## config.mk

```make
export PLATFORM = sky130hd
export DESIGN_NAME = unsigned_divider_128
export DESIGN_NICKNAME = d
export VERILOG_FILES = /design/src/rtl/udiv_pkg.sv /design/src/rtl/udiv_datapath.sv /design/src/rtl/udiv_ctrl.sv /design/src/rtl/unsigned_divider_128.sv
export VERILOG_INCLUDE_DIRS = /design/src /design/src/rtl
export SDC_FILE = /design/constraint.sdc
export NUM_CORES = 1
export LEC_CHECK = 0
export BUFFER_PORTS_ARGS = -buffer_cell sky130_fd_sc_hd__buf_4
export CAP_MARGIN = 30
export CORE_MARGIN = 2
export CORE_UTILIZATION = 53
export CTS_CLUSTER_SIZE = 20
export DETAILED_ROUTE_END_ITERATION = 8
export PLACE_DENSITY = 0.79
export SYNTH_ARGS = -nofsm -noshare
export SYNTH_HDL_FRONTEND = slang
export SYNTH_SLANG_ARGS = --single-unit
```

## constraint.sdc

```tcl
create_clock -name clk -period 7.9 [get_ports clk]
set_clock_uncertainty 0.1 [all_clocks]
set_input_delay 0.395 -clock clk [delete_from_list [all_inputs] [get_ports clk]]
set_output_delay 0.395 -clock clk [all_outputs]
set_load 0.01 [all_outputs]
```

## src/rtl/unsigned_divider_128_defines.svh

```systemverilog
// assertion macros for the 128-bit unsigned divider
// no dependencies; included by the files that carry assertions
`ifndef UNSIGNED_DIVIDER_128_DEFINES_SVH
`define UNSIGNED_DIVIDER_128_DEFINES_SVH

// same-cycle implication, disabled while in reset
`define UD_ASSERT_IMP(label, clk, rst_n, ante, cons) \
	label: assert property (@(posedge clk) disable iff (!(rst_n)) (ante) |-> (cons)) \
		else $error("udiv check failed");

// next-cycle implication, disabled while in reset
`define UD_ASSERT_NEXT(label, clk, rst_n, ante, cons) \
	label: assert property (@(posedge clk) disable iff (!(rst_n)) (ante) |=> (cons)) \
		else $error("udiv check failed");

`endif

```

## src/rtl/udiv_pkg.sv

```systemverilog
// shared widths, types and control struct of the 128-bit unsigned divider
// no dependencies; used by udiv_datapath, udiv_ctrl and unsigned_divider_128
package udiv_pkg;

	localparam int HALF_W = 64;
	localparam int WORD_W = 2 * HALF_W;
	localparam int CNT_W  = $clog2(WORD_W);

	typedef logic [HALF_W-1:0] half_t;
	typedef logic [WORD_W-1:0] word_t;

	// sequencer commands to the datapath
	typedef struct packed {
		logic load;
		logic step;
		logic finish;
	} udiv_ctrl_t;

endpackage

```

## src/rtl/udiv_datapath.sv

```systemverilog
// shift-subtract datapath: remainder, dividend/quotient and divisor registers
// around one shared 129-bit subtractor; depends on udiv_pkg
module udiv_datapath (
	input  logic                clk,
	input  udiv_pkg::udiv_ctrl_t ctrl,
	input  udiv_pkg::word_t     dividend,
	input  udiv_pkg::word_t     divisor,
	input  logic                div_zero,
	output udiv_pkg::word_t     quotient,
	output logic                dbz
);
	import udiv_pkg::*;

	word_t              rem_q;
	word_t              quo_q;
	word_t              den_q;
	logic               dbz_q;
	logic [WORD_W:0]    cand;
	logic [WORD_W+1:0]  diff;
	logic               qbit;

	// partial remainder with next dividend bit, trial subtract
	always_comb begin
		cand = {rem_q, quo_q[WORD_W-1]};
		diff = {1'b0, cand} - {2'b00, den_q};
		qbit = ~diff[WORD_W+1];
	end

	// load operands, then one quotient bit per step
	always_ff @(posedge clk) begin
		if (ctrl.load) begin
			rem_q <= '0;
			quo_q <= dividend;
			den_q <= divisor;
			dbz_q <= div_zero;
		end else if (ctrl.step) begin
			rem_q <= qbit ? diff[WORD_W-1:0] : cand[WORD_W-1:0];
			quo_q <= {quo_q[WORD_W-2:0], qbit};
		end
	end

	// zero divisor forces a zero quotient
	assign quotient = dbz_q ? '0 : quo_q;
	assign dbz      = dbz_q;

endmodule

```

## src/rtl/udiv_ctrl.sv

```systemverilog
// sequencer of the divider: idle, run 128 steps (none for a zero divisor), hand the result over
// depends on udiv_pkg
module udiv_ctrl (
	input  logic                 clk,
	input  logic                 arst_n,
	input  logic                 req_valid,
	input  logic                 div_zero,
	input  logic                 slot_free,
	output udiv_pkg::udiv_ctrl_t ctrl,
	output logic                 busy
);
	import udiv_pkg::*;

	localparam logic [1:0] ST_IDLE = 2'd0;
	localparam logic [1:0] ST_RUN  = 2'd1;
	localparam logic [1:0] ST_DONE = 2'd2;

	localparam logic [CNT_W-1:0] LAST_STEP = CNT_W'(WORD_W - 1);

	logic [1:0]       state_q;
	logic [1:0]       state_d;
	logic [CNT_W-1:0] cnt_q;

	// next state and commands
	always_comb begin
		ctrl    = '0;
		state_d = state_q;
		unique case (state_q)
			ST_IDLE: begin
				if (req_valid) begin
					ctrl.load = 1'b1;
					state_d   = div_zero ? ST_DONE : ST_RUN;
				end
			end
			ST_RUN: begin
				ctrl.step = 1'b1;
				if (cnt_q == LAST_STEP) begin
					state_d = ST_DONE;
				end
			end
			ST_DONE: begin
				if (slot_free) begin
					ctrl.finish = 1'b1;
					state_d     = ST_IDLE;
				end
			end
			default: begin
				state_d = ST_IDLE;
			end
		endcase
	end

	// state and step counter
	always_ff @(posedge clk or negedge arst_n) begin
		if (!arst_n) begin
			state_q <= ST_IDLE;
			cnt_q   <= '0;
		end else begin
			state_q <= state_d;
			if (ctrl.load) begin
				cnt_q <= '0;
			end else if (ctrl.step) begin
				cnt_q <= cnt_q + 1'b1;
			end
		end
	end

	assign busy = (state_q != ST_IDLE);

endmodule

```

## src/rtl/unsigned_divider_128.sv

```systemverilog
// 128-bit unsigned divider, one quotient bit per cycle by restoring division.
// An item is loaded, then takes 128 shift-subtract steps through the single
// 129-bit subtractor, then its quotient moves into the output register once
// that register is free; a zero divisor skips the steps and returns quotient
// zero with divide_by_zero set. req_stall stays high from acceptance until the
// result has moved to the output register, so a new item may be taken while
// the previous result still waits on rsp_stall.
// Depends on udiv_pkg, udiv_ctrl, udiv_datapath and the defines header.
`include "unsigned_divider_128_defines.svh"

module unsigned_divider_128 (
	input  logic                clk,
	input  logic                arst_n,
	input  logic                req_valid,
	output logic                req_stall,
	input  udiv_pkg::half_t     dividend_high,
	input  udiv_pkg::half_t     dividend_low,
	input  udiv_pkg::half_t     divisor_high,
	input  udiv_pkg::half_t     divisor_low,
	output logic                rsp_valid,
	input  logic                rsp_stall,
	output udiv_pkg::half_t     quotient_high,
	output udiv_pkg::half_t     quotient_low,
	output logic                divide_by_zero
);
	import udiv_pkg::*;

	udiv_ctrl_t ctrl;
	logic       busy;
	logic       div_zero;
	logic       slot_free;
	word_t      quotient;
	logic       dbz;
	logic       rsp_valid_q;
	word_t      quo_out_q;
	logic       dbz_out_q;

	assign div_zero  = (divisor_high == '0) && (divisor_low == '0);
	assign slot_free = !rsp_valid_q || !rsp_stall;

	// sequencer
	udiv_ctrl u_ctrl (
		.clk       (clk),
		.arst_n    (arst_n),
		.req_valid (req_valid),
		.div_zero  (div_zero),
		.slot_free (slot_free),
		.ctrl      (ctrl),
		.busy      (busy)
	);

	// shift-subtract datapath
	udiv_datapath u_datapath (
		.clk      (clk),
		.ctrl     (ctrl),
		.dividend ({dividend_high, dividend_low}),
		.divisor  ({divisor_high, divisor_low}),
		.div_zero (div_zero),
		.quotient (quotient),
		.dbz      (dbz)
	);

	// output item valid
	always_ff @(posedge clk or negedge arst_n) begin
		if (!arst_n) begin
			rsp_valid_q <= 1'b0;
		end else if (ctrl.finish) begin
			rsp_valid_q <= 1'b1;
		end else if (!rsp_stall) begin
			rsp_valid_q <= 1'b0;
		end
	end

	// output item payload
	always_ff @(posedge clk) begin
		if (ctrl.finish) begin
			quo_out_q <= quotient;
			dbz_out_q <= dbz;
		end
	end

	assign req_stall      = busy;
	assign rsp_valid      = rsp_valid_q;
	assign quotient_high  = quo_out_q[WORD_W-1:HALF_W];
	assign quotient_low   = quo_out_q[HALF_W-1:0];
	assign divide_by_zero = dbz_out_q;

	// checks
	`UD_ASSERT_NEXT(a_accept_busy, clk, arst_n, req_valid && !req_stall, req_stall)
	`UD_ASSERT_NEXT(a_finish_valid, clk, arst_n, ctrl.finish, rsp_valid && !req_stall)
	`UD_ASSERT_IMP(a_dbz_zero, clk, arst_n, rsp_valid && divide_by_zero, (quotient_high == '0) && (quotient_low == '0))

endmodule

```

==> results of run 1 <==
[through the flow]
stage,worst slack (ns),power [W],hold slack [ns],utilization [%],instance area (um^2)
finish,2.71,0.0134,0.0341,68.0,36500
global placement,2.96,0.0103,0.137,59.6,32000
CTS,2.77,0.0132,0.000126,67.9,36500
detailed placement,2.81,0.0104,0.136,59.7,32100
floorplan,0.324,0.00896,-0.000591,-,28700
global route,2.38,0.0143,0.0287,68.0,36500
[sequential cells by signal, summed over array words and instances, names as in the netlist]
signal and flops:
divide_by_zero 1, quo_out_q 128, rsp_valid 1, u_ctrl.cnt_q 7
u_ctrl.state_q 2, u_datapath.dbz 1, u_datapath.den_q 128, u_datapath.quo_q 128
u_datapath.rem_q 128
[cell type report]
cell class	instances	share of cell area (%)
inverter	159	1.66
timing repair buffer	668	15.7
tap	696	2.38
clock inverter	28	0.945
sequential	524	39.4
multi-input combinational	2271	35.7
antenna	8	0.0548
clock buffer	74	4.13
[worst min-delay path by stage]
stage                      from                              to  slack [ns]  depth (start not counted)
5_1_grt         dividend_low[0]   u_datapath.quo_q[0]$_DFFE_PP_        0.03                          3
4_1_cts        dividend_low[40]  u_datapath.quo_q[40]$_DFFE_PP_      0.0001                          3
3_5_place_dp             arst_n     u_ctrl.cnt_q[6]$_DFFE_PN0P_        0.14                          1
2_1_floorplan            arst_n           rsp_valid$_DFFE_PN0P_     -0.0006                          0
3_3_place_gp             arst_n     u_ctrl.cnt_q[6]$_DFFE_PN0P_        0.14                          1
6_report        dividend_low[0]   u_datapath.quo_q[0]$_DFFE_PP_        0.03                          3
[power breakdown]
part / total (W) / internal [W] / switching, W
clock network: 0.00268 / 0.00152 / 0.00116
logic: 0.00632 / 0.00244 / 0.00388
registers: 0.00444 / 0.00392 / 0.000522
[synthesized netlist by cell type (13+ instances only)]
library cell	number
nand2b_1	20
o31ai_1	13
nor4_1	44
a32oi_1	19
nor3_1	28
xnor2_1	67
clkbuf_1	126
inv_1	158
o21bai_1	24
nand2_1	663
ha_1	129
nor2_1	180
o21ai_0	140
edfxtp_1	386
a31oi_1	18
dfxtp_1	128
o21a_1	24
nor2b_1	140
a21o_1	32
nand4_1	74
o21ai_1	119
a211oi_1	13
nand3_1	32
xor2_1	56
a21oi_1	281
a22oi_1	14
[cells by family after synthesis]
group                    count (synthesis)  share of synthesized area, %
AO/OA/AOI/OAI                          782                          16.3
XOR/XNOR                               123                          3.76
AND/OR/NAND/NOR                       1228                          19.3
flip-flops                             524                          50.2
multiplexers                             8                         0.283
adder cells (fa/ha/maj)                130                          5.70
buffers and inverters                  315                          4.47
[worst register-to-register path, delay by kind of cell, from the launching register on]
kind            cells  cell delay (ns)
flops               1             0.32
simple gates        1             0.19
buf+inv             2             0.67
fa+ha+maj           1             0.38
compound gates     11             3.35
[layout by cell type (no fill, tap or decap), drive strengths merged, types with 16 or more instances in the layout]
cell type    netlist  routed
a21o              32      32
xnor2             67      67
nor2b            140     140
nand2b            20      20
clkinv             1      16
nor3              29      29
a21oi            281     281
edfxtp           386     386
o21bai            24      24
o31ai             16      16
dlygate4sd3        0     254
nor4              44      44
o21ai            261     261
buf               30     413
nand4             74      74
o21a              25      25
nand3             32      32
inv              158     161
nand2            663     663
xor2              56      56
a31oi             19      19
nor2             181     181
ha               129     129
dfxtp            128     128
clkbuf           126      75
a32oi             19      19
[metal layers]
layer / vias up / track usage (%)
li1: 12200 / -
met1: 12300 / 41.2
met2: 1216 / 53.2
met3: 295 / 4.80
met4: 0 / 14.5
met5: - / 0
==> metrics, run 1 <==
Setup Fix Bufs, Post-CTS 0; number of setup violations in the final report 0; Starting Density a little over half; post-synth top area share between 40 and 50%; gr usage total roughly a third; CP Buf/Inv Count 2; minimum clock period 5.19 ns; Non-Filler Instances 4428; Mapped Nets 3500; crit-path max cell delay 0.79 ns; maximum clock path buffer count 3; # DRC 0; FILL cells 3939; top sig layer met4; Synth Instances 3110; Die X-Extent 237 um; CP cell instances inv_1 -> ha_1 -> a21o_1 -> a31oi_1 -> o211ai_1 -> a211oi_1 -> a31oi_1 -> a221o_1 -> a21bo_2 -> a221oi_4 -> o21a_4 -> buf_4 -> nor2_1 -> a21oi_1 -> o21ai_1; met2 wire len 43600 um; antenna-violating nets left 0; DR WL met3 around 6500 um; Setup CP Type reg2reg; Synth Warn # 0; first-pass GRT wire length 140000 um; CP Launch Point u_datapath.den_q[12]$_DFFE_PP_; worst-skew pair later-pin latency 0.65 ns; Post-synth EDFFs 386; FF-to-FF path depth 15; drt total wl around 92000 um; ys flop type edfxtp_1; Async S/R FF share, synth 1.91%; Multi-input gate area around 13000 um^2; CTS Sinks 524; GRT overflow 0; reg2reg setup slack 2.71 ns; Initial DRC Count 2443; Worst setup endpoint u_datapath.rem_q[50]$_SDFFE_PP0P_; fin. max-slew vios 0; initial antenna violation count 7; Reg2Reg Capture Point u_datapath.rem_q[50]$_SDFFE_PP0P_; Worst VDD drop roughly 0.27 mV; WP depth 15; Slew @ Worst Pin 0.963 ns; Tcrit/Tclk final 65.7%; Area contributors post-synth edfxtp_1, dfxtp_1, nand2_1; final hold viol count 0; fin nets 4069; via count 26000; RSZ-0062 raised after global routing false; Post-CTS Hold Buffers 254; clock-pin slew on the worst setup and hold paths 0.06 ns; core outline area 53700 um^2; vias in the first global route 24900; RR Startpoint u_datapath.den_q[12]$_DFFE_PP_; H-tree level count 2; most area-hungry cell type in the Yosys netlist edfxtp_1; PD cells ~370 nW/um^2; leakage 15.1 nW; # placed instances 4061; CP most frequent cell a31oi_1; synthesized area 28700 um^2; vias per cell just under 6; largest net degree at the start of global routing 108; register area 14400 um^2; met1 wire length 37000 um; die area ~56000 um^2; CP max-delay cell o21a_4; top achievable clock speed between 150 and 200 MHz; Yosys cell types 76; Worst Path Max Fanout 81; chip height 237 um; status finished, final reports clean; total iterations of the first detailed-routing run 5; Root Buffer Master clkbuf_16; share of layout cells above drive strength 1 14.4%; Synth Area per Inst 9.22 um^2; CTS tree done; GPL Wtd Cong 1.01; Routed wire per std cell roughly 21 um; #FFs+latches synth 524; CP delay by family, top compound AO/OA/AOI/OAI gates; worst path arrival time 5.56 ns; I/O Pins 391; Port-buffer cells 390; relative slew slack 35.2%; Worst setup SP type flop; Seq/Total Area, Yosys 50.2%; CP Capture Type flop; P&R area growth vs syn 27.3%; Fin Setup TNS 0 ns; Cell Rows 85; required time of the critical path 8.27 ns; Hold Crit Class in2reg; DP Wirelength 62100 um; Max Cap Viol 0; PostCTS Resize Cnt 0; CTS buffer count between 50 and 60
(Power assumes the default switching activity.)
==> run 2: changes to the inputs <==
==> constraint.sdc (replaced) <==
create_clock -name clk -period 4.7 [get_ports clk]
set_clock_uncertainty 0.1 [all_clocks]
set_input_delay 0.235 -clock clk [delete_from_list [all_inputs] [get_ports clk]]
set_output_delay 0.235 -clock clk [all_outputs]
set_load 0.01 [all_outputs]
==> metrics, run 2 (same netlist as run 1, synthesis figures left out) <==
CP Capture Type flop; CTS Sinks 524 (unchanged); most common cell after layout, fill and taps aside nand2_1; gr usage total 32.0% (+0.10 points); FF-to-FF path depth 15 (unchanged); status finished, final reports clean; Worst setup endpoint u_datapath.rem_q[110]$_SDFFE_PP0P_; final hold viol count 0 (unchanged); GRT overflow 0 (unchanged); Initial DRC Count 2550 (+4.4%); CP Launch Point u_datapath.quo_q[127]$_DFFE_PP_; die area 56000 um^2 (unchanged); number of setup violations in the final report 0 (unchanged); Worst Path Max Fanout 4 (-95%); Root Buffer Master clkbuf_16; total iterations of the first detailed-routing run 8 (+3); worst-skew pair later-pin latency 0.63 ns (-0.02 ns); vias per cell 5.86 (-0.15%); Slew @ Worst Pin 0.918 ns (-0.0449 ns); fin nets 4083 (+0.34%); sw power 0.00934 W (+68%); worst path arrival time 4.89 ns (-0.67 ns); largest net degree at the start of global routing 129 (+19%); Power Internal 0.0133 W (+69%); P&R area growth vs syn 27.7%; DP Wirelength 62400 um (+0.41%); minimum clock period 4.46 ns (-0.733 ns); clock-pin slew on the worst setup and hold paths 0.06 ns (about the same); Routed wire per std cell 20.7 um (-0.36%); # DRC 0 (unchanged); chip height 237 um (unchanged); Worst VDD drop 0.414 mV (+54%); top achievable clock speed 224 MHz (+16%); H-tree level count 2 (unchanged); Net Sw Frac 41.2% (-0.15 points); Port-buffer cells 390 (unchanged); share of layout cells above drive strength 1 14.6% (+0.19 points); Max Cap Viol 0 (unchanged); first-pass GRT wire length 140000 um (+0.44%); GPL Wtd Cong 1.00 (-0.35%); Cell Rows 85 (unchanged); RSZ-0062 raised after global routing false; drt total wl 91700 um (-0.20%); commonest non-fill, non-tap cells in the layout nand2_1, buf_4, edfxtp_1; PD cells 618 nW/um^2 (+68%); Tcrit/Tclk final 94.8% (+29 points); sequential fraction of design power 32.9% (about the same); Starting Density 53.4% (unchanged); Hold Crit Class in2reg; required time of the critical path 5.14 ns (-3.13 ns); RR Startpoint u_datapath.quo_q[127]$_DFFE_PP_; Hold Startpoint dividend_high[63]; vias in the first global route 25400 (+2.2%); CTS tree done; clock power share 19.4% (-0.5 points); CTS buffer count 54 (-1.8%); Pwr Total 0.0227 W (+69%); via count 26000 (+0.012%); Fin Setup TNS 0 ns (unchanged); maximum clock path buffer count 3 (unchanged); initial antenna violation count 4 (-3); fin. max-slew vios 0 (unchanged); Setup CP Type reg2reg; leakage 15.1 nW (+0.38%); antenna-violating nets left 0 (unchanged); relative slew slack 38.2% (+3.0 points); core outline area 53700 um^2 (unchanged); Reg2Reg Capture Point u_datapath.rem_q[110]$_SDFFE_PP0P_; power share of the combinational group 47.7% (+0.7 points); reg2reg setup slack 0.24 ns (-2.47 ns); Worst setup SP type flop; Die X-Extent 237 um (unchanged); I/O Pins 391 (unchanged)
## run 2: cell types whose count changed in the layout (fill, tap and decap cells not counted), moves of 2 or more
cell           delta
buf_12            +9
buf_16            -4
buf_4             +6
clkbuf_1          +3
clkbuf_16         -2
clkbuf_8          -3
clkinv_4          +3
clkinvlp_4        -3
diode_2           -6
dlygate4sd3_1     +5
## run 2: how the worst min path moves through the flow
stage | to | slack, ns | depth (start not counted)
4_1_cts | u_datapath.quo_q[127]$_DFFE_PP_ | 0.02 | 3
3_5_place_dp | u_ctrl.cnt_q[1]$_DFFE_PN0P_ | -0.03 | 1
6_report | u_datapath.quo_q[127]$_DFFE_PP_ | 0.006 | 3
5_1_grt | u_datapath.quo_q[127]$_DFFE_PP_ | 0.01 | 3
3_3_place_gp | rsp_valid$_DFFE_PN0P_ | -0.03 | 1
2_1_floorplan | rsp_valid$_DFFE_PN0P_ | -0.16 | 0
## run 2: power by group through the flow
stage / Clock, W / Sequential [W] / Combinational [W]
6_report: 0.00440 / 0.00745 / 0.0108
5_1_grt: 0.00462 / 0.00757 / 0.0119
4_1_cts: 0.00442 / 0.00737 / 0.0105
3_5_place_dp: 0 / 0.00745 / 0.0103
3_3_place_gp: 0 / 0.00742 / 0.0102
2_1_floorplan: 0 / 0.00720 / 0.00786
## run 2: layout make-up
| type | count | area [um^2] |
|---|---|---|
| Antenna cell | 2 | 5.00 |
| Clock buffer | 72 | 1430 |
| Clock inverter | 28 | 372 |
| Fill cell | 3969 | 17100 |
| Inverter | 159 | 607 |
| Multi-Input combinational cell | 2271 | 13100 |
| Sequential cell | 524 | 14400 |
| Tap cell | 696 | 871 |
| Timing Repair Buffer | 683 | 5890 |
## run 2: timing repair
item | 4_1_cts | 5_1_grt
hold buffers | 259 | 0
endpoints found under the hold margin | 267 | 0
gates resized for setup | 0 | 3
endpoints found under the setup margin | 0 | 102
buffers inserted | 0 | 0
## run 2: per-stage QoR
| stage | std cells | utilization [%] | hold WS [ns] | worst slack, ns | instance area (um^2) |
|---|---|---|---|---|---|
| global placement | 4073 | 60.0 | -0.0272 | 0.0982 | 32200 |
| finish | 4435 | 68.2 | 0.00646 | 0.242 | 36600 |
| floorplan | 3110 | - | -0.161 | 0.498 | 28700 |
| CTS | 4433 | 68.2 | 0.0151 | 0.0808 | 36600 |
| detailed placement | 4074 | 60.0 | -0.0267 | 0.0828 | 32200 |
| global route | 4435 | 68.2 | 0.0112 | 0.0598 | 36600 |
## run 2: per-layer routing
layer	share of wire, %	global-route usage, %
met5	0.027	0
met4	5.2	15.7
met3	6.3	5.05
met2	48	53.1
met1	41	40.9
## run 2: critical path, cell delays in order, from the launching register on
cell and delay, ns:
edfxtp_1 0.38, inv_1 0.13, ha_1 0.23, fa_1 0.38
nor2b_1 0.20, o211ai_1 0.13, a31o_2 0.33, o211ai_1 0.34
a31o_2 0.32, o21ai_2 0.14, o31ai_4 0.40, a31oi_2 0.25
o21a_1 0.29, nor2_1 0.22, mux2_2 0.37, o221ai_1 0.16
